===== config.mk =====
export PLATFORM = sky130hd
export DESIGN_NAME = linked_task_deque_unit_flat
export DESIGN_NICKNAME = d
export VERILOG_FILES = /design/src/ltdq_pkg.sv /design/src/ltdq_req_if.sv /design/src/ltdq_rsp_if.sv /design/src/ltdq_ram.sv /design/src/ltdq_ctrl.sv /design/src/ltdq_dpath.sv /design/src/linked_task_deque_unit.sv /design/src/flat_wrapper.sv
export SDC_FILE = /design/constraint.sdc
export NUM_CORES = 1
export LEC_CHECK = 0
export BUFFER_PORTS_ARGS = -buffer_cell sky130_fd_sc_hd__buf_2
export CAP_MARGIN = 20
export CORE_MARGIN = 10
export CORE_UTILIZATION = 25
export DETAILED_ROUTE_END_ITERATION = 16
export PLACE_DENSITY_LB_ADDON = 0.25
export SYNTH_ARGS = -nofsm -noshare
export SYNTH_HDL_FRONTEND = slang
export SYNTH_SLANG_ARGS = --single-unit

===== constraint.sdc =====
create_clock -name clock -period 4.6 [get_ports clock]
set_input_delay 1.15 -clock clock [delete_from_list [all_inputs] [get_ports clock]]
set_output_delay 1.15 -clock clock [all_outputs]
set_load 0.005 [all_outputs]

===== src/ltdq_pkg.sv =====
// ----------------------------------------------------------------------------
// ltdq_pkg
// Field widths, request kinds, status codes and the controller command type
// for the linked task deque.
// ----------------------------------------------------------------------------
package ltdq_pkg;

   localparam int KIND_W   = 3;
   localparam int TASK_W   = 6;
   localparam int STATUS_W = 2;

   localparam logic [KIND_W-1:0] KIND_PUSH_FRONT = 3'd0;
   localparam logic [KIND_W-1:0] KIND_PUSH_BACK  = 3'd1;
   localparam logic [KIND_W-1:0] KIND_POP_FRONT  = 3'd2;
   localparam logic [KIND_W-1:0] KIND_POP_BACK   = 3'd3;
   localparam logic [KIND_W-1:0] KIND_REMOVE     = 3'd4;

   localparam logic [STATUS_W-1:0] ST_DONE       = 2'd0;
   localparam logic [STATUS_W-1:0] ST_EMPTY      = 2'd1;
   localparam logic [STATUS_W-1:0] ST_NOT_MEMBER = 2'd2;
   localparam logic [STATUS_W-1:0] ST_ALREADY    = 2'd3;

   // Work left for the finish step of a request.
   localparam logic [1:0] ACT_NONE       = 2'd0;
   localparam logic [1:0] ACT_PUSH_FRONT = 2'd1;
   localparam logic [1:0] ACT_PUSH_BACK  = 2'd2;
   localparam logic [1:0] ACT_DETACH     = 2'd3;

   typedef struct packed {
      logic load;     // capture the request fields
      logic exec;     // decide, write own links or read links
      logic commit;   // write neighbor links, update ends, load response
   } ltdq_cmd_type;

endpackage


===== src/ltdq_req_if.sv =====
// ----------------------------------------------------------------------------
// ltdq_req_if
// Request channel of the linked task deque: valid, ready and the request.
// ----------------------------------------------------------------------------
interface ltdq_req_if;
   import ltdq_pkg::*;

   logic              valid;
   logic              ready;
   logic [KIND_W-1:0] kind;
   logic [TASK_W-1:0] task_id;

   modport source (output valid, output kind, output task_id, input ready);
   modport sink   (input valid, input kind, input task_id, output ready);
endinterface


===== src/ltdq_rsp_if.sv =====
// ----------------------------------------------------------------------------
// ltdq_rsp_if
// Response channel of the linked task deque: valid, ready and the result.
// ----------------------------------------------------------------------------
interface ltdq_rsp_if;
   import ltdq_pkg::*;

   logic                valid;
   logic                ready;
   logic [TASK_W-1:0]   out_task;
   logic [STATUS_W-1:0] status;

   modport source (output valid, output out_task, output status, input ready);
   modport sink   (input valid, input out_task, input status, output ready);
endinterface


===== src/ltdq_ram.sv =====
// ----------------------------------------------------------------------------
// ltdq_ram
// Simple dual-port RAM: one write port, one read port with registered data.
// ----------------------------------------------------------------------------
module ltdq_ram #(
   parameter int WIDTH = 7,
   parameter int DEPTH = 64
) (
   input  logic                     clock,
   input  logic                     wr_en,
   input  logic [$clog2(DEPTH)-1:0] wr_addr,
   input  logic [WIDTH-1:0]         wr_data,
   input  logic                     rd_en,
   input  logic [$clog2(DEPTH)-1:0] rd_addr,
   output logic [WIDTH-1:0]         rd_data
);
   logic [WIDTH-1:0] mem_ff [DEPTH];
   logic [WIDTH-1:0] rd_data_ff;

   always_ff @(posedge clock) begin
      if (wr_en) begin
         mem_ff[wr_addr] <= wr_data;
      end
      if (rd_en) begin
         rd_data_ff <= mem_ff[rd_addr];
      end
   end

   assign rd_data = rd_data_ff;
endmodule


===== src/ltdq_ctrl.sv =====
// ----------------------------------------------------------------------------
// ltdq_ctrl
// Request sequencer: idle, execute and finish states, plus the response
// valid flag.
// ----------------------------------------------------------------------------
module ltdq_ctrl (
   input  logic                  clock,
   input  logic                  reset,
   input  logic                  req_valid,
   output logic                  req_ready,
   output logic                  rsp_valid,
   input  logic                  rsp_ready,
   output ltdq_pkg::ltdq_cmd_type cmd
);
   import ltdq_pkg::*;

   localparam logic [1:0] S_IDLE   = 2'd0;
   localparam logic [1:0] S_EXEC   = 2'd1;
   localparam logic [1:0] S_FINISH = 2'd2;

   logic [1:0] state_ff, state_in;
   logic       rsp_valid_ff, rsp_valid_in;
   logic       commit;
   logic       accept;

   // The finish step completes only when the response register is free.
   assign commit    = (state_ff == S_FINISH) && (!rsp_valid_ff || rsp_ready);
   assign req_ready = !reset && ((state_ff == S_IDLE) || commit);
   assign accept    = req_valid && req_ready;

   always_comb begin
      state_in = state_ff;
      case (state_ff)
         S_IDLE: begin
            if (accept) state_in = S_EXEC;
         end
         S_EXEC: begin
            state_in = S_FINISH;
         end
         S_FINISH: begin
            if (commit) state_in = accept ? S_EXEC : S_IDLE;
         end
         default: begin
            state_in = S_IDLE;
         end
      endcase
   end

   always_comb begin
      if (commit) begin
         rsp_valid_in = 1'b1;
      end else if (rsp_ready) begin
         rsp_valid_in = 1'b0;
      end else begin
         rsp_valid_in = rsp_valid_ff;
      end
   end

   always_ff @(posedge clock) begin
      if (reset) begin
         state_ff     <= S_IDLE;
         rsp_valid_ff <= 1'b0;
      end else begin
         state_ff     <= state_in;
         rsp_valid_ff <= rsp_valid_in;
      end
   end

   assign rsp_valid  = rsp_valid_ff;
   assign cmd.load   = accept;
   assign cmd.exec   = (state_ff == S_EXEC);
   assign cmd.commit = commit;
endmodule


===== src/ltdq_dpath.sv =====
// ----------------------------------------------------------------------------
// ltdq_dpath
// List datapath: link RAMs, membership bits, head and tail pointers, and the
// response register.
// ----------------------------------------------------------------------------
module ltdq_dpath #(
   parameter int NUM_TASKS = 64
) (
   input  logic                              clock,
   input  logic                              reset,
   input  ltdq_pkg::ltdq_cmd_type            cmd,
   input  logic [ltdq_pkg::KIND_W-1:0]       req_kind,
   input  logic [ltdq_pkg::TASK_W-1:0]       req_task_id,
   output logic [ltdq_pkg::TASK_W-1:0]       rsp_out_task,
   output logic [ltdq_pkg::STATUS_W-1:0]     rsp_status
);
   import ltdq_pkg::*;

   localparam int IDX_W  = $clog2(NUM_TASKS);
   localparam int LINK_W = $clog2(NUM_TASKS + 1);
   localparam logic [LINK_W-1:0] SENT = LINK_W'(NUM_TASKS);

   logic [KIND_W-1:0]   kind_ff;
   logic [TASK_W-1:0]   task_ff;
   logic [1:0]          act_ff, act_in;
   logic [LINK_W-1:0]   x_ff, x_in;
   logic [LINK_W-1:0]   link_ff, link_in;
   logic [TASK_W-1:0]   res_task_ff, res_task_in;
   logic [STATUS_W-1:0] res_status_ff, res_status_in;
   logic [TASK_W-1:0]   rsp_task_ff;
   logic [STATUS_W-1:0] rsp_status_ff;
   logic [LINK_W-1:0]   head_ff, head_in;
   logic [LINK_W-1:0]   tail_ff, tail_in;
   logic [NUM_TASKS-1:0] member_ff, member_in;

   logic [15:0]         task_wide;
   logic [LINK_W-1:0]   task_link;
   logic                task_valid;
   logic                task_member;
   logic [LINK_W-1:0]   pop_end;
   logic [15:0]         end_wide;

   logic                next_wr_en, prev_wr_en, link_rd_en;
   logic [IDX_W-1:0]    next_wr_addr, prev_wr_addr;
   logic [LINK_W-1:0]   next_wr_data, prev_wr_data;
   logic [LINK_W-1:0]   next_rd, prev_rd;

   assign task_wide   = {10'b0, task_ff};
   assign task_link   = task_wide[LINK_W-1:0];
   assign task_valid  = task_wide < 16'(NUM_TASKS);
   assign task_member = task_valid && member_ff[task_link[IDX_W-1:0]];
   assign pop_end     = (kind_ff == KIND_POP_FRONT) ? head_ff : tail_ff;
   assign end_wide    = {{(16-LINK_W){1'b0}}, pop_end};

   // Decision and first link access (execute), neighbor update (commit).
   always_comb begin
      act_in        = act_ff;
      x_in          = x_ff;
      link_in       = link_ff;
      res_task_in   = res_task_ff;
      res_status_in = res_status_ff;
      head_in       = head_ff;
      tail_in       = tail_ff;
      member_in     = member_ff;
      next_wr_en    = 1'b0;
      next_wr_addr  = task_link[IDX_W-1:0];
      next_wr_data  = SENT;
      prev_wr_en    = 1'b0;
      prev_wr_addr  = task_link[IDX_W-1:0];
      prev_wr_data  = SENT;
      link_rd_en    = 1'b0;

      if (cmd.exec) begin
         act_in        = ACT_NONE;
         x_in          = task_link;
         link_in       = SENT;
         res_task_in   = task_ff;
         res_status_in = ST_DONE;
         case (kind_ff)
            KIND_PUSH_FRONT, KIND_PUSH_BACK: begin
               if (!task_valid) begin
                  res_status_in = ST_NOT_MEMBER;
               end else if (task_member) begin
                  res_status_in = ST_ALREADY;
               end else if (kind_ff == KIND_PUSH_FRONT) begin
                  act_in       = ACT_PUSH_FRONT;
                  link_in      = head_ff;
                  next_wr_en   = 1'b1;
                  next_wr_data = head_ff;
                  prev_wr_en   = 1'b1;
                  prev_wr_data = SENT;
               end else begin
                  act_in       = ACT_PUSH_BACK;
                  link_in      = tail_ff;
                  next_wr_en   = 1'b1;
                  next_wr_data = SENT;
                  prev_wr_en   = 1'b1;
                  prev_wr_data = tail_ff;
               end
            end
            KIND_POP_FRONT, KIND_POP_BACK: begin
               if (pop_end >= SENT) begin
                  res_task_in   = '0;
                  res_status_in = ST_EMPTY;
               end else begin
                  act_in      = ACT_DETACH;
                  x_in        = pop_end;
                  res_task_in = end_wide[TASK_W-1:0];
                  link_rd_en  = 1'b1;
               end
            end
            KIND_REMOVE: begin
               if (!task_member) begin
                  res_status_in = ST_NOT_MEMBER;
               end else begin
                  act_in     = ACT_DETACH;
                  link_rd_en = 1'b1;
               end
            end
            default: begin
            end
         endcase
      end

      if (cmd.commit) begin
         case (act_ff)
            ACT_PUSH_FRONT: begin
               if (link_ff < SENT) begin
                  prev_wr_en   = 1'b1;
                  prev_wr_addr = link_ff[IDX_W-1:0];
                  prev_wr_data = x_ff;
               end else begin
                  tail_in = x_ff;
               end
               head_in = x_ff;
               member_in[x_ff[IDX_W-1:0]] = 1'b1;
            end
            ACT_PUSH_BACK: begin
               if (link_ff < SENT) begin
                  next_wr_en   = 1'b1;
                  next_wr_addr = link_ff[IDX_W-1:0];
                  next_wr_data = x_ff;
               end else begin
                  head_in = x_ff;
               end
               tail_in = x_ff;
               member_in[x_ff[IDX_W-1:0]] = 1'b1;
            end
            ACT_DETACH: begin
               // Splice the predecessor and successor of the slot together.
               if (prev_rd < SENT) begin
                  next_wr_en   = 1'b1;
                  next_wr_addr = prev_rd[IDX_W-1:0];
                  next_wr_data = next_rd;
               end else begin
                  head_in = next_rd;
               end
               if (next_rd < SENT) begin
                  prev_wr_en   = 1'b1;
                  prev_wr_addr = next_rd[IDX_W-1:0];
                  prev_wr_data = prev_rd;
               end else begin
                  tail_in = prev_rd;
               end
               member_in[x_ff[IDX_W-1:0]] = 1'b0;
            end
            default: begin
            end
         endcase
      end
   end

   ltdq_ram #(
      .WIDTH (LINK_W),
      .DEPTH (NUM_TASKS)
   ) u_next_ram (
      .clock   (clock),
      .wr_en   (next_wr_en),
      .wr_addr (next_wr_addr),
      .wr_data (next_wr_data),
      .rd_en   (link_rd_en),
      .rd_addr (x_in[IDX_W-1:0]),
      .rd_data (next_rd)
   );

   ltdq_ram #(
      .WIDTH (LINK_W),
      .DEPTH (NUM_TASKS)
   ) u_prev_ram (
      .clock   (clock),
      .wr_en   (prev_wr_en),
      .wr_addr (prev_wr_addr),
      .wr_data (prev_wr_data),
      .rd_en   (link_rd_en),
      .rd_addr (x_in[IDX_W-1:0]),
      .rd_data (prev_rd)
   );

   always_ff @(posedge clock) begin
      if (reset) begin
         act_ff    <= ACT_NONE;
         head_ff   <= SENT;
         tail_ff   <= SENT;
         member_ff <= '0;
      end else begin
         act_ff    <= act_in;
         head_ff   <= head_in;
         tail_ff   <= tail_in;
         member_ff <= member_in;
      end
   end

   always_ff @(posedge clock) begin
      if (cmd.load) begin
         kind_ff <= req_kind;
         task_ff <= req_task_id;
      end
      x_ff          <= x_in;
      link_ff       <= link_in;
      res_task_ff   <= res_task_in;
      res_status_ff <= res_status_in;
      if (cmd.commit) begin
         rsp_task_ff   <= res_task_ff;
         rsp_status_ff <= res_status_ff;
      end
   end

   assign rsp_out_task = rsp_task_ff;
   assign rsp_status   = rsp_status_ff;
endmodule


===== src/linked_task_deque_unit.sv =====
// ----------------------------------------------------------------------------
// linked_task_deque_unit
// Doubly linked list of task slots with push/pop at both ends and removal of
// a named slot.
//
//   channel  direction  payload                 handshake
//   req_ch   in         kind, task_id           valid/ready
//   rsp_ch   out        out_task, status        valid/ready
//
// Each request has an execute step that reads the slot's links (or writes
// the new slot's own links) and a finish step that writes the neighbors'
// links, since the link RAMs return registered read data.
// Reset clears the member bits and sets head and tail to the sentinel; the
// link RAMs are not cleared. A waiting response holds the finish step of
// the following request, not its acceptance.
// ----------------------------------------------------------------------------
module linked_task_deque_unit #(
   parameter int NUM_TASKS = 64
) (
   input  logic        clock,
   input  logic        reset,
   ltdq_req_if.sink    req_ch,
   ltdq_rsp_if.source  rsp_ch
);
   import ltdq_pkg::*;

   ltdq_cmd_type cmd;

   ltdq_ctrl u_ctrl (
      .clock     (clock),
      .reset     (reset),
      .req_valid (req_ch.valid),
      .req_ready (req_ch.ready),
      .rsp_valid (rsp_ch.valid),
      .rsp_ready (rsp_ch.ready),
      .cmd       (cmd)
   );

   ltdq_dpath #(
      .NUM_TASKS (NUM_TASKS)
   ) u_dpath (
      .clock        (clock),
      .reset        (reset),
      .cmd          (cmd),
      .req_kind     (req_ch.kind),
      .req_task_id  (req_ch.task_id),
      .rsp_out_task (rsp_ch.out_task),
      .rsp_status   (rsp_ch.status)
   );
endmodule


===== src/flat_wrapper.sv =====
// flat-port wrapper written by rule: the top's interface ports become plain ports
module linked_task_deque_unit_flat import ltdq_pkg::*;
#(
   parameter int NUM_TASKS = 64
)
  (clock, reset, req_ch_valid, req_ch_kind, req_ch_task_id, req_ch_ready, rsp_ch_valid, rsp_ch_out_task, rsp_ch_status, rsp_ch_ready);
  ltdq_req_if req_ch_i ();
  ltdq_rsp_if rsp_ch_i ();
  input  logic clock;
  input  logic reset;
  input wire logic [$bits(req_ch_i.valid)-1:0] req_ch_valid;
  input wire logic [$bits(req_ch_i.kind)-1:0] req_ch_kind;
  input wire logic [$bits(req_ch_i.task_id)-1:0] req_ch_task_id;
  output wire logic [$bits(req_ch_i.ready)-1:0] req_ch_ready;
  output wire logic [$bits(rsp_ch_i.valid)-1:0] rsp_ch_valid;
  output wire logic [$bits(rsp_ch_i.out_task)-1:0] rsp_ch_out_task;
  output wire logic [$bits(rsp_ch_i.status)-1:0] rsp_ch_status;
  input wire logic [$bits(rsp_ch_i.ready)-1:0] rsp_ch_ready;
  assign req_ch_i.valid = req_ch_valid;
  assign req_ch_i.kind = req_ch_kind;
  assign req_ch_i.task_id = req_ch_task_id;
  assign req_ch_ready = req_ch_i.ready;
  assign rsp_ch_valid = rsp_ch_i.valid;
  assign rsp_ch_out_task = rsp_ch_i.out_task;
  assign rsp_ch_status = rsp_ch_i.status;
  assign rsp_ch_i.ready = rsp_ch_ready;
  linked_task_deque_unit #(.NUM_TASKS(NUM_TASKS)) u_core (.clock(clock), .reset(reset), .req_ch(req_ch_i), .rsp_ch(rsp_ch_i));
endmodule

# Word-level counts from Yosys, hierarchy flattened

Memory sizes are Yosys's and may differ from the RTL's. A register that Yosys moved wholly into a read port is not among the register bits.
Index checks and enable logic that the tools add are counted.

Bits in registers: 122
Latch bits: 0
RAM bits: 896
ROM bits: 0
Input bits: 13
Output and inout port bits: 10
Word-level logic and storage cells: 146
Memories kept: 2

Memory list:

| memory                           | words | width | rd ports | clocked after Yosys merged registers in | write ports | line           | text |
|---|---|---|---|---|---|---|---|
| u_core.u_dpath.u_next_ram.mem_ff | 64    | 7     | 1        | 1                                       | 1           | ltdq_ram.sv:17 | `logic [WIDTH-1:0] mem_ff [DEPTH];` |
| u_core.u_dpath.u_prev_ram.mem_ff | 64    | 7     | 1        | 1                                       | 1           | ltdq_ram.sv:17 |  |

Add/sub/neg operators: 0
$mul: 0
Divide/modulo/power cells: 0
$lt $le $gt $ge: 8
Equal/unequal tests: 15
Shift operators: 0
Multiplexer cells: 77
Bitwise logic cells: 6
Reductions and logical operators: 23

Operators with widths:

| kind               | number |
|---|---|
| $mux 7             | 21 |
| $pmux 64 s2        | 1 |
| $and 64x64->64     | 1 |
| $not 64->64        | 1 |
| $or 64x64->64      | 1 |
| $mux 6             | 10 |
| $pmux 7 s3         | 2 |
| $pmux 7 s2         | 2 |
| $pmux 6 s2         | 2 |
| $mux 1             | 22 |
| $lt 6x7->1 const B | 3 |
| $lt 7x7->1 const B | 3 |
| $mux 2             | 9 |
| $pmux 2 s3         | 3 |
| $ne 2x2->1 const B | 6 |
| $reduce_and 4->1   | 2 |
| $reduce_or 2->1    | 4 |
| $ge 7x7->1 const B | 1 |
| $bmux 1 s6         | 1 |
| $demux 1 s6        | 1 |
| $eq 2x2->1 const B | 3 |
| $eq 3x2->1 const B | 2 |
| $ge 6x1->1 const B | 1 |
| $pmux 1 s2         | 3 |
| 13 further kinds   | 24 |

# Depth between registers and ports, before layout

Gate-level depths: netlist of run 1.

Depth in word-level cells: 12
Gate-level depth with buffers: 14
Mapped depth without buffers: 10

# Hierarchy

A second synthesis of run 1 with hierarchy kept.

Cell total of the unflattened synthesis: 2,441
Area total of the unflattened synthesis: 41,929.0 µm²

Modules (own cells, without submodules):

| module                               | times used | cells each | area each (µm²) | sequential area each (µm²) |
|---|---|---|---|---|
| ltdq_ram (u_core.u_dpath.u_next_ram) | 1          | 837        | 17,743.3        | 13,663.1 |
| ltdq_ram (u_core.u_dpath.u_prev_ram) | 1          | 827        | 17,705.7        | 13,663.1 |
| ltdq_dpath                           | 1          | 759        | 6,302.3         | 2,712.6 |
| ltdq_ctrl                            | 1          | 18         | 177.7           | 60.1 |

# Worst setup path before layout of run 1

OpenSTA, ideal clock, no wires.

Path type: register -> register
Start: reg u_core.u_dpath.task_ff[0]
End: mem u_core.u_dpath.u_next_ram.mem_ff[0][5] (data pin)
Setup time: 552 ps
Arrival time: 4,273 ps
Required time: 4,048 ps
Setup slack: -225 ps
Cell stages (with the launch flop): 10
Buffers on the path: 3
Period minus slack after synthesis: 4,825 ps
Cell sequence: edfxtp_1 buf_2 mux4_2 mux4_2 a22oi_2 nand3_1 buf_4 nand2b_1 clkbuf_1 o22ai_1

Longest elaborated chain between the ends: 10
Elaborated cells on any way between the ends: 12
Classes of those cells: 1 x order compare; 10 x mux; 1 x reduce/logical

Ends and longest elaborated chain:

| what                               | line                                 | text |
|---|---|---|
| start: declaration                 | ltdq_dpath.sv:24                     | `logic [TASK_W-1:0] task_ff;` |
| start signal: assignment           | ltdq_dpath.sv:216                    | `task_ff <= req_task_id;` |
| $bmux 1 s6                         | ltdq_dpath.sv:51                     | `assign task_member = task_valid && member_ff[task_link[IDX_W-1:0]];` |
| $mux 1 (implied by the code)       | ltdq_dpath.sv:51                     |  |
| $logic_and 1x1->1                  | ltdq_dpath.sv:51                     |  |
| $mux 7                             | ltdq_dpath.sv:83                     | `end else if (task_member) begin` |
| $mux 7 (*)                         | ltdq_dpath.sv:81                     | `if (!task_valid) begin` |
| $mux 7 (*)                         | ltdq_dpath.sv:79                     | `case (kind_ff)` |
| $mux 7 (*)                         | ltdq_dpath.sv:73                     | `if (cmd.exec) begin` |
| $mux 7, on equally long branches   | ltdq_dpath.sv:151, ltdq_dpath.sv:139 |  |
| $pmux 7 s2                         | ltdq_dpath.sv:126                    | `case (act_ff)` |
| $mux 7 (*)                         | ltdq_dpath.sv:125                    | `if (cmd.commit) begin` |
| net u_core.u_dpath.next_wr_data[5] | ltdq_dpath.sv:45                     | `logic [LINK_W-1:0] next_wr_data, prev_wr_data;` |
| end: declaration                   | ltdq_ram.sv:17                       |  |

Mark *: on every way through the listed nets, which the timed path passes. The rest lies on a longest branch. The select of a mux whose other input is x is not followed.

# Worst setup path after layout of run 1

Start: reg u_core.u_dpath.kind_ff[0]
End: reg u_core.u_dpath.u_prev_ram.rd_data_ff[6], in the netlist u_core.u_dpath.u_prev_ram.rd_data[6], read port of u_core.u_dpath.u_prev_ram.mem_ff (data pin)

Longest elaborated chain between the ends: 6
Elaborated cells on any way between the ends: 12
Classes of those cells: 1 x order compare; 3 x eq/ne; 7 x mux; 1 x reduce/logical

Ends and longest elaborated chain:

| what                                        | line                               | text |
|---|---|---|
| start: declaration                          | ltdq_dpath.sv:23                   | `logic [KIND_W-1:0] kind_ff;` |
| start signal: assignment                    | ltdq_dpath.sv:215                  | `kind_ff <= req_kind;` |
| $eq 3x2->1                                  | ltdq_dpath.sv:52, ltdq_dpath.sv:79 |  |
| $mux 7                                      | ltdq_dpath.sv:52                   | `assign pop_end = (kind_ff == KIND_POP_FRONT) ? head_ff : tail_ff;` |
| $ge 7x7->1                                  | ltdq_dpath.sv:102                  | `if (pop_end >= SENT) begin` |
| $mux 1 / $mux 6 (equally long branches)     | ltdq_dpath.sv:102                  |  |
| $pmux 1 s2 / $mux 6 (equally long branches) | ltdq_dpath.sv:79                   |  |
| $mux 1 / $mux 6 (equally long branches)     | ltdq_dpath.sv:73                   |  |
| end: declaration                            | ltdq_ram.sv:18                     | `logic [WIDTH-1:0] rd_data_ff;` |

Parallel ways exist; a longest one is shown, timed or not.
A chain may end at the register's enable or synchronous reset.

==> out/qor.yml, run 1 <==
areaGrowthSynthToFinish_pct: 18.9
final_cells: 5343
clock_skew_ns: 0.0650
root_buffer: "clkbuf_16"
synth.distinct_cells: 53
grtUsageMet3_pct: 1.72
power.switching_mw: 5.21
seqPwrFrac_pct: 47.5
r2r_end: "u_core.u_dpath.u_prev_ram.rd_data[6]"
end_kind: "flip-flop"
ys_async_sr_fraction_pct: 0
portBuffers: 22
path_class: "reg2reg"
start_util_pct: 25.2
hp-class: "reg2reg"
grt_use_total_pct: 12.3
p_int_mw: 16.2
total_power_mw: 21.4
p_clk_share_pct: 42.7
cts_buffers: 108
final_util_pct: 30.0
ctsResizeCount: 0
min_period_over_period_pct: 87.1
cts_tree: "built"
slew_headroom_pct: 35.0
ir_drop_mv: 0.315
ys_ff_latch: 1032
maxCapViolations: 0
drt_first_iter_violations: 1800
placementRows: 151
met2_usage_pct: 20.0
nets: 3045
synthFlopType: "edfxtp_1"
worstMarginPinSlew_ns: 0.976
use_met1_pct: 17.0
rsz0062_at_grt: "false"
fmax_ghz: 0.250
cts_hold_buffers: 0
clockBufferDepth: 3
grt_pass1_vias: 25017
maxSlewViolCount: 0
drive_gt1_share_pct: 18.9
drc: 0
critPathRequiredTime_ns: 5.11
synth_area_um2: 42900
dr.pass1.iters: 5
insertion_delay_ns: 0.76
pwr_density_cell_nw_per_um2: 421
swShare_pct: 24.3
cts_max_level: 3
seq_area_frac_synth_pct: 70.2
fp.dieH_um: 434
wl_um: 118000
setup-violations-final: 0
syn_nets: 2876
gp_congestion: 0.792
r2r_slack_ns: 0.59
antenna_found_initial: 4
hold_start: "u_core.u_dpath.res_task_ff[0]"
grt_overflow: 0
ant_nets: 0
hold_ws_ns: 0.418
coreArea_um2: 170000
grt-busiest-layer: "met2"
hold_viol_final: 0
numClockSinks: 1032
synth_edf_count: 943
num_vias: 24696
grt_start_max_net_pins: 83
whs_path_depth: 0
post-cts-setup-buffer-count: 0
finalCriticalPeriod_ns: 4.01
arrival_ns: 4.52
grt_pass1_wl_um: 175000
power_frac_comb_pct: 9.8
wire_per_inst_um: 22.1
holdPathEnd: "u_core.u_dpath.rsp_out_task[0]"
yosys_warnings: 0
syn_avg_cell_area_um2: 15.0
power.leakage_nw: 16.5
die_w_um: 434
finalWorstSetupSlack_ns: 0.595
die_area_um2: 188000
r2r-start: "u_core.u_dpath.kind_ff[0]"
crit_fanout: 42
start_kind: "flip-flop"
vias_per_cell: 4.62
preCtsSetupSlack_ns: 0.612
fill_cells: 16877
clkTransAtPathRegs_ns: 0.06
detailed_place_hpwl_um: 74500
dp.cells: 5140
reg2reg_depth: 9
netlist_instances: 2863
status: "completed"
io_pins: 23
## final cells by class
type                            count  area [um^2]  area share (%)
Antenna cell                        1         2.50         0.00491
Tap cell                         2218         2780            5.45
Timing Repair Buffer              249         2210            4.35
Sequential cell                  1032        30100            59.1
Inverter                            3         11.3          0.0221
Clock buffer                      134         2810            5.52
Clock inverter                     68          900            1.77
Multi-Input combinational cell   1638        12100            23.8
## worst max path at each step
| stage | startpoint | endpoint | slack, ns | depth (start not counted) |
|---|---|---|---|---|
| final | u_core.u_dpath.kind_ff[0] | u_core.u_dpath.u_prev_ram.rd_data[6] | 0.59 | 9 |
| after global routing | u_core.u_dpath.kind_ff[2] | u_core.u_dpath.u_next_ram.rd_data[1] | 0.44 | 10 |
| after CTS | u_core.u_dpath.kind_ff[2] | u_core.u_dpath.u_next_ram.rd_data[1] | 0.61 | 10 |
| after detailed placement | rsp_ch_ready | u_core.u_dpath.u_prev_ram.mem_ff[56][1] | 0.61 | 10 |
| after global placement | rsp_ch_ready | u_core.u_dpath.u_next_ram.mem_ff[53][4] | 0.51 | 8 |
| after floorplan | u_core.u_dpath.task_ff[0] | u_core.u_dpath.u_next_ram.mem_ff[0][0] | -0.18 | 9 |
## state kept, by name, indices dropped and copies added (netlist names), named ones only
name,flops
u_core.u_ctrl.rsp_valid,1
u_core.u_ctrl.state_ff,2
u_core.u_dpath.act_ff,2
u_core.u_dpath.head_ff,7
u_core.u_dpath.kind_ff,3
u_core.u_dpath.link_ff,7
u_core.u_dpath.res_status_ff,2
u_core.u_dpath.res_task_ff,6
u_core.u_dpath.rsp_out_task,6
u_core.u_dpath.rsp_status,2
u_core.u_dpath.tail_ff,7
u_core.u_dpath.task_ff,6
u_core.u_dpath.u_next_ram.mem_ff,448
u_core.u_dpath.u_next_ram.rd_data,7
u_core.u_dpath.u_prev_ram.mem_ff,448
u_core.u_dpath.u_prev_ram.rd_data,7
u_core.u_dpath.x_ff,7
## cells by family after synthesis
family	share of synthesized area [%]
DFF	70.2
and+or+nand+nor	7.38
muxes	13.6
AOI/OAI and AO/OA	6.76
buffers and inverters	2.05
other	0.00875
## metrics by stage
step                cell area [um^2]  TNS (ns)
floorplan                      42900   -101.62
global placement               47200         0
detailed placement             47200         0
CTS                            50900         0
global route                   50900         0
finish                         50900         0
## Yosys cell counts (3+ instances only)
| master | count | share of area (%) |
|---|---|---|
| nand3b_1 | 5 | 0.088 |
| or3b_2 | 4 | 0.082 |
| a22oi_1 | 21 | 0.37 |
| mux2_2 | 116 | 3.0 |
| buf_1 | 12 | 0.11 |
| nand2b_1 | 11 | 0.16 |
| buf_2 | 50 | 0.58 |
| a21oi_1 | 50 | 0.58 |
| o21ai_0 | 40 | 0.47 |
| nand3_1 | 7 | 0.082 |
| nor3b_1 | 5 | 0.088 |
| mux2i_1 | 405 | 9.5 |
| nor3_2 | 5 | 0.12 |
| a221o_1 | 14 | 0.33 |
| o211ai_1 | 102 | 1.8 |
| nand4_1 | 43 | 0.63 |
| buf_6 | 5 | 0.13 |
| dfxtp_1 | 89 | 4.2 |
| a22o_1 | 12 | 0.25 |
| and4_1 | 14 | 0.29 |
| a311oi_1 | 3 | 0.061 |
| clkbuf_1 | 109 | 0.95 |
| nor3_1 | 90 | 1.1 |
| edfxtp_1 | 943 | 66 |
| nor2_1 | 178 | 1.6 |
| and2_1 | 12 | 0.18 |
| or3_1 | 24 | 0.35 |
| a211oi_1 | 60 | 1.1 |
| mux4_2 | 20 | 1.1 |
| o22ai_1 | 26 | 0.38 |
| nand2_1 | 286 | 2.5 |
| o2111ai_1 | 57 | 1.2 |
| buf_4 | 14 | 0.25 |
| nor2b_1 | 8 | 0.12 |
## critical path, cell delays in order (launching register included)
cell,delay (ns)
edfxtp_1,0.63
mux2i_1,0.33
nand2_1,0.27
o311ai_4,0.57
buf_4,0.38
buf_12,0.28
mux2i_1,0.13
o2111ai_1,0.48
nand4_1,0.34
and4_1,0.29
## power groups by stage
stage | clock network [mW] | logic [mW] | registers (mW)
final | 9.16 | 2.09 | 10.2
after global placement | 0 | 2.13 | 10.4
after global routing | 9.75 | 2.22 | 10.2
after detailed placement | 0 | 2.12 | 10.4
after floorplan | 0 | 1.37 | 10.3
after CTS | 9.40 | 2.13 | 10.2
## routing by layer
| metal | vias up | share of wire, % |
|---|---|---|
| met5 | - | 0 |
| met3 | 138 | 3.9 |
| li1 | 11502 | - |
| met1 | 12558 | 46 |
| met4 | 0 | 2.3 |
| met2 | 498 | 47 |
## layout by cell type, fill, tap and decap left out, types with 11 or more instances in the layout
cell       instances
or3_1             24
dfxtp_1           89
buf_2             22
nand2b_1          11
a22oi_1           20
clkinv_2          22
mux4_2            20
a221o_1           14
nor2_1           175
edfxtp_1         943
nand2_1          286
clkbuf_1          25
o211ai_1         102
buf_4            195
clkinv_1          15
o22ai_1           14
bufinv_16         18
nand4_1           43
a211oi_1          60
mux2_2           116
a22o_1            12
o22ai_4           12
a21oi_1           49
and4_1            14
nor3_1            89
o21ai_0           40
clkbuf_16        108
o2111ai_1         57
mux2i_1          405
buf_12            32
(Power assumes the default switching activity.)
==> run 2, diff against run 1 <==
CORE_UTILIZATION = 40   (was 25)
==> out/qor.yml, run 2 (synthesized netlist as in run 1, its figures left out) <==
hold_ws_ns: 0.418
grt_pass1_wl_um: 165000
wire_per_inst_um: 24.7
use_met1_pct: 24.7
start_kind: "flip-flop"
r2r-start: "u_core.u_dpath.task_ff[1]"
fmax_ghz: 0.237
status: "completed"
placed_area_um2: 45700
cts_max_level: 3
r2r_end: "u_core.u_dpath.u_prev_ram.mem_ff[52][4]"
reg.largest.list: "u_core.u_dpath.u_next_ram.mem_ff x448, u_core.u_dpath.u_prev_ram.mem_ff x448"
ir_drop_mv: 0.289
cts_hold_buffers: 0
post-cts-setup-buffer-count: 0
grt_use_total_pct: 17.9
antenna_found_initial: 1
slew_headroom_pct: 32.4
vias_per_cell: 5.69
wl_um: 111000
arrival_ns: 4.53
power.switching_mw: 5.00
clock_skew_ns: 0.0526
met2_usage_pct: 28.6
clkTransAtPathRegs_ns: 0.06
fp.dieH_um: 347
detailed_place_hpwl_um: 69200
rsz0062_at_grt: "false"
worstMarginPinSlew_ns: 1.01
grt-busiest-layer: "met2"
start_util_pct: 40.1
end_kind: "flip-flop"
drc: 0
finalWorstSetupSlack_ns: 0.378
die_area_um2: 121000
final_util_pct: 46.1
cts_buffers: 105
layout_common_cells: "edfxtp_1, mux2i_1, nand2_1, nor2_1, buf_4"
numClockSinks: 1032
io_pins: 23
whs_path_depth: 0
total_power_mw: 20.8
preCtsSetupSlack_ns: 0.402
hold_viol_final: 0
hold_start: "u_core.u_dpath.res_task_ff[0]"
ant_nets: 0
die_w_um: 347
grtUsageMet3_pct: 2.89
num_vias: 25443
tns_ns: 0
dr.pass1.iters: 6
cts_tree: "built"
min_period_over_period_pct: 91.8
power_frac_comb_pct: 9.7
power.leakage_nw: 16.1
hp-class: "reg2reg"
grt_overflow: 0
setup-violations-final: 0
swShare_pct: 24.0
p_clk_share_pct: 41.3
finalCriticalPeriod_ns: 4.22
crit_fanout: 22
gp_congestion: 0.876
p_int_mw: 15.8
stdcell_area_um2: 49200
grt_pass1_vias: 25610
r2r_slack_ns: 0.38
areaGrowthSynthToFinish_pct: 14.9
dp.cells: 4276
clockBufferDepth: 3
maxSlewViolCount: 0
final_cells: 4468
maxCapViolations: 0
root_buffer: "clkbuf_16"
ctsResizeCount: 0
reg2reg_depth: 9
antenna-diode-count: 0
portBuffers: 22
path_class: "reg2reg"
holdPathEnd: "u_core.u_dpath.rsp_out_task[0]"
pwr_density_cell_nw_per_um2: 422
insertion_delay_ns: 0.71
critPathLaunch: "u_core.u_dpath.task_ff[1]"
critPathRequiredTime_ns: 4.90
seqPwrFrac_pct: 49.1
final_common_cell: "edfxtp_1"
nets: 2993
drt_first_iter_violations: 2434
drive_gt1_share_pct: 17.3
coreArea_um2: 107000
placementRows: 120
grt_start_max_net_pins: 91
[run 2: changes by cell type in the layout (fill, tap and decap cells not counted), moves of 2 or more]
cell,change
clkinv_4,+2
clkbuf_16,-2
clkinv_1,-2
inv_6,-2
inv_16,+2
clkinv_2,-4
buf_12,-8
buf_4,-41
bufinv_16,-6
[run 2: routing by layer]
metal / vias to the layer above / share of wire, %
met2: 954 / 47
met5: - / 0.012
met1: 12916 / 44
met4: 2 / 2.8
li1: 11379 / -
met3: 192 / 6.4
[run 2: power by group through the flow]
stage                     clock [mW]  combinational (mW)  sequential [mW]
final                           8.58                2.01             10.2
after global routing            9.14                2.12             10.2
after CTS                       8.75                2.00             10.2
after detailed placement           0                2.00             10.4
after global placement             0                1.98             10.4
after floorplan                    0                1.37             10.3
[run 2: final cells by class]
type	instances	area, um^2
Fill cell	9073	57500
Sequential cell	1032	30100
Multi-Input combinational cell	1638	12100
Clock buffer	133	2760
Tap cell	1403	1760
Timing Repair Buffer	200	1750
Clock inverter	59	734
Inverter	3	11.3
[run 2: worst max-delay path by stage]
stage	slack [ns]	to
CTS	0.37	u_core.u_dpath.u_prev_ram.mem_ff[28][6]
global route	0.24	u_core.u_dpath.u_prev_ram.mem_ff[12][3]
global placement	0.45	u_core.u_dpath.u_prev_ram.mem_ff[11][5]
detailed placement	0.40	u_core.u_dpath.u_prev_ram.mem_ff[28][2]
floorplan	-0.18	u_core.u_dpath.u_next_ram.mem_ff[0][0]
finish	0.38	u_core.u_dpath.u_prev_ram.mem_ff[52][4]
[run 2: critical path, stage by stage (launching register included)]
cell,delay [ns]
edfxtp_1,0.82
mux4_2,0.41
mux4_2,0.49
a22oi_2,0.26
nand3_1,0.13
buf_4,0.21
a2bb2oi_4,0.30
nor2_1,0.22
nand2_1,0.34
nor2_1,0.62
==> run 3, diff against run 2 <==
CORE_ASPECT_RATIO = 0.5   (was default)
==> out/qor.yml, run 3 (synthesized netlist as in run 1, its figures left out) <==
die_w_um: 483
grt_pass1_wl_um: 163000
root_buffer: "clkbuf_16"
multiInputGateArea_um2: 12100
power.leakage_nw: 16.0
regArea_um2: 30100
cpPeakStageDelay_ns: 0.93
hp-class: "reg2reg"
path_class: "reg2reg"
arrival_ns: 4.77
final_common_cell: "edfxtp_1"
post-cts-setup-buffer-count: 0
drive_gt1_share_pct: 17.5
hold_start: "u_core.u_dpath.res_task_ff[0]"
cts_buffers: 94
status: "completed"
ir_drop_mv: 0.337
layout_common_cells: "edfxtp_1, mux2i_1, nand2_1, nor2_1, buf_4"
drt_first_iter_violations: 2712
ant_nets: 0
pwr_density_cell_nw_per_um2: 414
maxSlewViolCount: 0
grt_overflow: 0
finalWorstSetupSlack_ns: 0.194
critPathRequiredTime_ns: 4.97
clock_skew_ns: 0.0446
clkTransAtPathRegs_ns: 0.07
path_cells: "mux4_2, mux4_2, a22oi_2, nand3_1, nand2b_1, o22ai_4, buf_4"
drc: 0
critPathLaunch: "u_core.u_dpath.task_ff[1]"
cts_max_level: 3
portBuffers: 22
setup-violations-final: 0
path_common_cell: "mux4_2"
crit_fanout: 64
ctsResizeCount: 0
rsz0062_at_grt: "false"
reg.largest.list: "u_core.u_dpath.u_next_ram.mem_ff x448, u_core.u_dpath.u_prev_ram.mem_ff x448"
dr.pass1.iters: 7
finalCriticalPeriod_ns: 4.41
detailed_place_hpwl_um: 67900
areaGrowthSynthToFinish_pct: 14.5
cts_tree: "built"
fill_cells: 9169
numClockSinks: 1032
end_kind: "flip-flop"
fp.dieH_um: 251
cts_hold_buffers: 0
min_period_over_period_pct: 95.8
nets: 3001
antenna_found_initial: 3
dp.cells: 4311
clockBufferDepth: 3
insertion_delay_ns: 0.70
final_util_pct: 46.4
r2r-start: "u_core.u_dpath.task_ff[1]"
start_kind: "flip-flop"
wl_um: 110000
fmax_ghz: 0.227
vias_per_cell: 5.62
coreArea_um2: 106000
hold_viol_final: 0
slew_headroom_pct: 32.5
final_cells: 4486
start_util_pct: 40.5
worstMarginPinSlew_ns: 1.01
grt_start_max_net_pins: 83
maxCapViolations: 0
critPathSlowestCell: "edfxtp_1"
preCtsSetupSlack_ns: 0.288
num_vias: 25194
grt_pass1_vias: 24736
gp_congestion: 0.875
die_area_um2: 121000
wire_per_inst_um: 24.6
placementRows: 84
grt_use_total_pct: 17.7
io_pins: 23
## run 3: changes by cell type in the layout (fill, tap and decap cells not counted), moves of 2 or more
| cell | before | now |
|---|---|---|
| buf_12 | 24 | 26 |
| clkbuf_16 | 106 | 95 |
| clkinv_16 | 3 | 0 |
| clkinvlp_2 | 0 | 2 |
| clkinv_2 | 18 | 16 |
| inv_16 | 3 | 1 |
| clkinv_4 | 4 | 1 |
| diode_2 | 0 | 2 |
| buf_4 | 154 | 171 |
| clkbuf_1 | 26 | 18 |
| clkinv_1 | 13 | 15 |
| clkinv_8 | 0 | 4 |
## run 3: report_power, final
group	internal, mW	total, mW	switching (mW)
sequential	10.1	10.2	0.0667
combinational	0.709	2.04	1.34
clock	4.56	8.08	3.52
total	15.4	20.3	4.92
## run 3: cell type report
class,instances,area share (%)
sequential,1032,61.3
multi-input combinational,1638,24.7
clock buffer,114,5.01
timing repair buffer,219,3.90
tap,1419,3.62
clock inverter,59,1.40
inverter,3,0.0229
antenna,2,0.0102
## run 3: through the flow
step | power (mW) | TNS [ns] | hold slack, ns | cell area, um^2
4_1_cts | 20.4 | 0 | 0.428 | 49100
3_3_place_gp | 12.4 | 0 | 0.402 | 45900
5_1_grt | 20.9 | 0 | 0.434 | 49100
2_1_floorplan | 11.7 | -101.62 | 0.400 | 42900
6_report | 20.3 | 0 | 0.430 | 49100
3_5_place_dp | 12.4 | 0 | 0.412 | 45900
## run 3: worst max-delay path, delay by kind of cell (launching register included)
kind,cells,cell delay (ns)
simple gates,2,0.99
mux,2,0.95
flops,1,0.93
buf+inv,1,0.60
compound gates,2,0.55
## run 3: path summary, 6_finish.rpt
| path | depth (start not counted) | slack [ns] | endpoint |
|---|---|---|---|
| hold / removal | 0 | 0.43 | u_core.u_dpath.rsp_out_task[0] |
| hold reg to reg | 0 | 0.43 | u_core.u_dpath.rsp_out_task[0] |
| setup reg to reg | 7 | 0.19 | u_core.u_dpath.u_prev_ram.mem_ff[33][2] |
| setup / recovery | 7 | 0.19 | u_core.u_dpath.u_prev_ram.mem_ff[33][2] |
## run 3: layer usage
layer  vias to the layer above  part of all wire [%]  GRT usage, %
li1                      11395                     -             -
met1                     12751                    45          25.3
met3                       160                   7.5          4.14
met5                         -                     0             0
met4                         0                   2.6          5.23
met2                       888                    45          26.6
